<file path="config.mk">
export PLATFORM = sky130hd
export DESIGN_NAME = qrm_div_cell
export DESIGN_NICKNAME = d
export VERILOG_FILES = /design/src/sv/qrm_pkg.sv /design/src/sv/qrm_div_cell.sv
export SDC_FILE = /design/constraint.sdc
export NUM_CORES = 1
export LEC_CHECK = 0
export ABC_AREA = 1
export BUFFER_PORTS_ARGS = -buffer_cell sky130_fd_sc_hd__buf_2
export CORE_AREA = 2 2 471 473
export DETAILED_ROUTE_END_ITERATION = 6
export DIE_AREA = 0 0 473 475
export PLACE_DENSITY = 0.36
export REMOVE_ABC_BUFFERS = 1
export SYNTH_ARGS = -nofsm -noshare
export SYNTH_HDL_FRONTEND = slang
export SYNTH_SLANG_ARGS = --single-unit
</file>
<file path="constraint.sdc">
create_clock -name clk -period 3 [get_ports clk]
set_clock_uncertainty 0.15 [all_clocks]
set_input_delay 0.3 -clock clk [delete_from_list [all_inputs] [get_ports clk]]
set_output_delay 0.3 -clock clk [all_outputs]
set_load 0.02 [all_outputs]
</file>
<file path="src/sv/qrm_pkg.sv">
// Shared constants and pipeline types for the quaternion to rotation matrix block.
`default_nettype none
package qrm_pkg;
  localparam int FRAC_BITS = 14;
  localparam int QW = FRAC_BITS + 1;   // quotient bits, quotient never exceeds 2^FRAC_BITS
  localparam int RW = 33;              // sum of squares and remainder width
  localparam int NW = 34;              // signed numerator width
  localparam int DW = RW + FRAC_BITS + 1;
  localparam int NUM_EL = 9;
  localparam int PW = 32;              // 16x16 product width

  // one matrix element in flight through the divider chain
  typedef struct packed {
    logic [RW-1:0] rem;
    logic [QW-1:0] low;
    logic [QW-1:0] quo;
    logic          neg;
  } lane_t;

  // one beat in flight through the divider chain
  typedef struct packed {
    logic                       valid;
    logic                       zero;
    logic [RW-1:0]              s;
    lane_t [NUM_EL-1:0]         lane;
  } stage_t;
endpackage
`default_nettype wire

</file>
<file path="src/sv/qrm_div_cell.sv">
// One restoring division cell: one quotient bit for all nine elements.
`default_nettype none
module qrm_div_cell (
  input  wire logic            clk,
  input  wire logic            rst_n,
  input  wire logic            en,
  input  wire qrm_pkg::stage_t stage_i,
  output qrm_pkg::stage_t      stage_o
);
  qrm_pkg::stage_t st_nxt, st_r;

  // shift in the next dividend bit and subtract the divisor where it fits
  always_comb begin
    logic [qrm_pkg::RW:0] t;
    logic ge;
    st_nxt = stage_i;
    for (int i = 0; i < qrm_pkg::NUM_EL; i++) begin
      t = {stage_i.lane[i].rem, stage_i.lane[i].low[qrm_pkg::QW-1]};
      ge = (t >= {1'b0, stage_i.s});
      st_nxt.lane[i].rem = ge ? qrm_pkg::RW'(t - {1'b0, stage_i.s}) : t[qrm_pkg::RW-1:0];
      st_nxt.lane[i].low = {stage_i.lane[i].low[qrm_pkg::QW-2:0], 1'b0};
      st_nxt.lane[i].quo = {stage_i.lane[i].quo[qrm_pkg::QW-2:0], ge};
    end
  end

  // advance to the neighbor
  always_ff @(posedge clk) begin
    if (!rst_n) begin
      st_r.valid <= 1'b0;
    end else if (en) begin
      st_r.valid <= st_nxt.valid;
    end
    if (en) begin
      st_r.zero <= st_nxt.zero;
      st_r.s <= st_nxt.s;
      st_r.lane <= st_nxt.lane;
    end
  end

  assign stage_o = st_r;
endmodule
`default_nettype wire
</file>
==> results by group <==
Place
  • Input/output buffers: 1206
  • Pre-CTS WS: -259 ps
  • Routability cong.: 0.941
  • Dpl cell area: 0.0581 mm2
  • Hpwl dp: 238 mm

Route
  • DR iter-0 viols: 3216
  • WL/cell: 24.5 um
  • Remaining antenna violation count: 0
  • Via count: 49200
  • Drt pass-1 iters: 6
  • DRC errors left: 0
  • DRT Wirelength: 282 mm
  • Vias per cell: 4.26

Floorplanning
  • Die Area: 0.225 mm2
  • Core Box Area: 0.219 mm2
  • Die X: 473 um
  • Row Count: 172
  • Die Y: 475 um
  • Io pins: 1225
  • Initial Util: 20.9%

Clock network
  • CTS tree: yes
  • Sink Count: 602
  • Clock Pin Slew Worst Setup and Hold Paths: 60 ps
  • CTS root buf: clkbuf_16
  • H-tree Lvls: 3
  • Clock Tree Buf Depth: 3
  • Skew-Pair Late Insertion Delay: 750 ps
  • CTS Buf Count: 84
  • Post-CTS Setup Bufs: 0

Power
  • Power Total: 32.4 mW
  • Pwr per Cell Area: 485 mW/mm2
  • Leak Pwr: 35.1 nW
  • Peak VDD IR: 389 uV

Flow run
  • Max-Cap Viols: 0

Synthesis
  • Yosys cell types: 36
  • Synthesis-stage register bit count: 602
  • Largest cells by area after synthesis: edfxtp_1, nand2_1, inv_1, ha_1, nand3_1
  • Largest area contributor in the netlist: edfxtp_1
  • Cells after Synth: 6419
  • Syn Area/Cell: 7.12 um2
  • Number of synthesized flops with an enable pin: 601
  • Asr flop ratio synth: 0%
  • Yosys warns: 0
  • Primary FF master, synth: edfxtp_1
  • Cell Area, Synth: 0.0457 mm2
  • Sequential fraction of the synthesis area: 39.5%
  • Post-synth top area share: 39.5%

Timing
  • RSZ-0062 raised after global routing: no
  • Fmax: 347 MHz
  • Setup TNS: 0 ps
  • Relative slew slack: 66.1%
  • Worst-Margin Slew: 503 ps
  • Tmin final: 2880 ps
  • Final worst-path setup slack: 119 ps
  • Final Hold Fails: 0
  • Slew Viols, Final: 0
  • Setup-failing EPs final: 0
  • Final Cycle Share: 96.0%

Finish
  • Number of flip-flops in the largest register: 602
  • Area delta synth->final: 46.2%
  • Nets: 9487
  • Final instance area: 0.0668 mm2
  • Most common cell after layout, fill and taps aside: nand2_1
  • Fraction of layout cells with a size suffix above 1: 21.1%
  • Most frequent cells in the layout: nand2_1, buf_2, inv_1

Setup path
  • Critical Path, Cell by Cell: dlygate4sd3_1, buf_2, inv_2, buf_12, ha_1, inv_1, nor2_1, nand2_1, nor3b_1, nand3_1, nand2_1, nor2_4, nand2_8, o21ai_0
  • Critical path origin: stage_i[608]
  • CP arrival: 3200 ps
  • CP endpoint kind: flop
  • Max incr delay on CP: 520 ps
  • Slowest CP cell: dlygate4sd3_1
  • Cell mode on critical path: nand2_1
  • Crit path max-delay family: simple AND/OR/NAND/NOR gates
  • Critical Path Source Type: input port
  • Crit path kind: in -> reg
  • R2R Path Start: stage_o[610]
  • Critical Path Fanout Max: 35
  • CP required: 3320 ps
  • CP bufs+invs: 5

GRT
  • First-pass GRT wire length: 380 mm
  • Grt total ovfl: 0
  • Vias in the first global route: 49000
  • Tot GR Track Use: 24.2%
  • Largest net degree at the start of global routing: 73
  • Initial antenna violation count: 82

Min path
  • Worst Hold Class: in -> reg
  • Hold wc startpoint: stage_i[478]

Run status
  • Status: finished, final reports clean
-- Yosys cell counts (7+ instances only) --
master    number
buf_4          9
nand2_1     2681
a21o_1         7
xnor2_1       11
nor2_1       381
nand3_1      536
nor3_1        71
buf_2         56
nor2_2        12
buf_6         24
o21ai_0       12
edfxtp_1     601
ha_1         297
and2_1        36
nand3_2       47
a21oi_1      184
nand2_2       14
xor2_1       117
or2_2         18
o21bai_1       9
fa_1           9
inv_1       1161
nand3b_1      85
-- worst register-to-register path, cell delays in order (launching register included) --
cell	delay, ps
dfxtp_1	340
o21ai_0	200
a21oi_1	60
dlygate4sd3_1	570
-- final timing paths --
kind	endpoint	slack, ps	cells after the start
setup / recovery	stage_o[95]	120	14
hold reg to reg	stage_o[610]	1040	3
hold / removal	stage_o[479]	70	3
setup reg to reg	stage_o[610]	1580	3
-- metal layers --
metal	routed length [um]	GRT usage [%]
met1	112000	27.5
met5	221	0.108
met3	11900	3.34
met4	15500	11.2
met2	143000	44.6
-- timing repair --
| item | in CTS | in global routing |
|---|---|---|
| hold buffers | 595 | 0 |
| hold endpoints to repair | 630 | 0 |
| resized for setup | 0 | 2 |
| endpoints found under the setup margin | 0 | 15 |
-- cell type report --
type | count | area, um2
clock inverters | 61 | 591
flip-flops and latches | 602 | 18100
diodes | 29 | 72.6
multi-input cells | 4569 | 22600
fillers | 24200 | 152000
well taps | 2871 | 3590
repair buffers | 2146 | 15400
clock buffers | 93 | 2140
inverters | 1164 | 4370
-- cell families (layout without fill, tap and decap cells) --
logic type	Yosys count	after routing	synth area share [%]
other	1	38	0.00820
adders and majority gates	306	306	8.52
and+or+nand+nor	3907	3907	36.0
AOI/OAI and AO/OA	219	219	2.50
DFF	602	602	39.5
buffers and inverters	1256	3464	11.0
xor gates and xnor gates	128	128	2.45
-- power breakdown --
part	leakage (nW)	total (mW)	switching [mW]	internal, mW
Sequential	5.88	11.0	0.456	10.5
Combinational	27.9	11.3	7.44	3.82
Clock	1.31	10.2	4.59	5.63
-- stage by stage --
stage	std cells	util, %	hold WS, ps
2_1_floorplan	6335	-	243
3_3_place_gp	10800	26.5	329
3_5_place_dp	10800	26.5	328
4_1_cts	11500	30.5	23.7
5_1_grt	11500	30.5	61.6
6_report	11500	30.5	72.2
(Power assumes the default switching activity.)
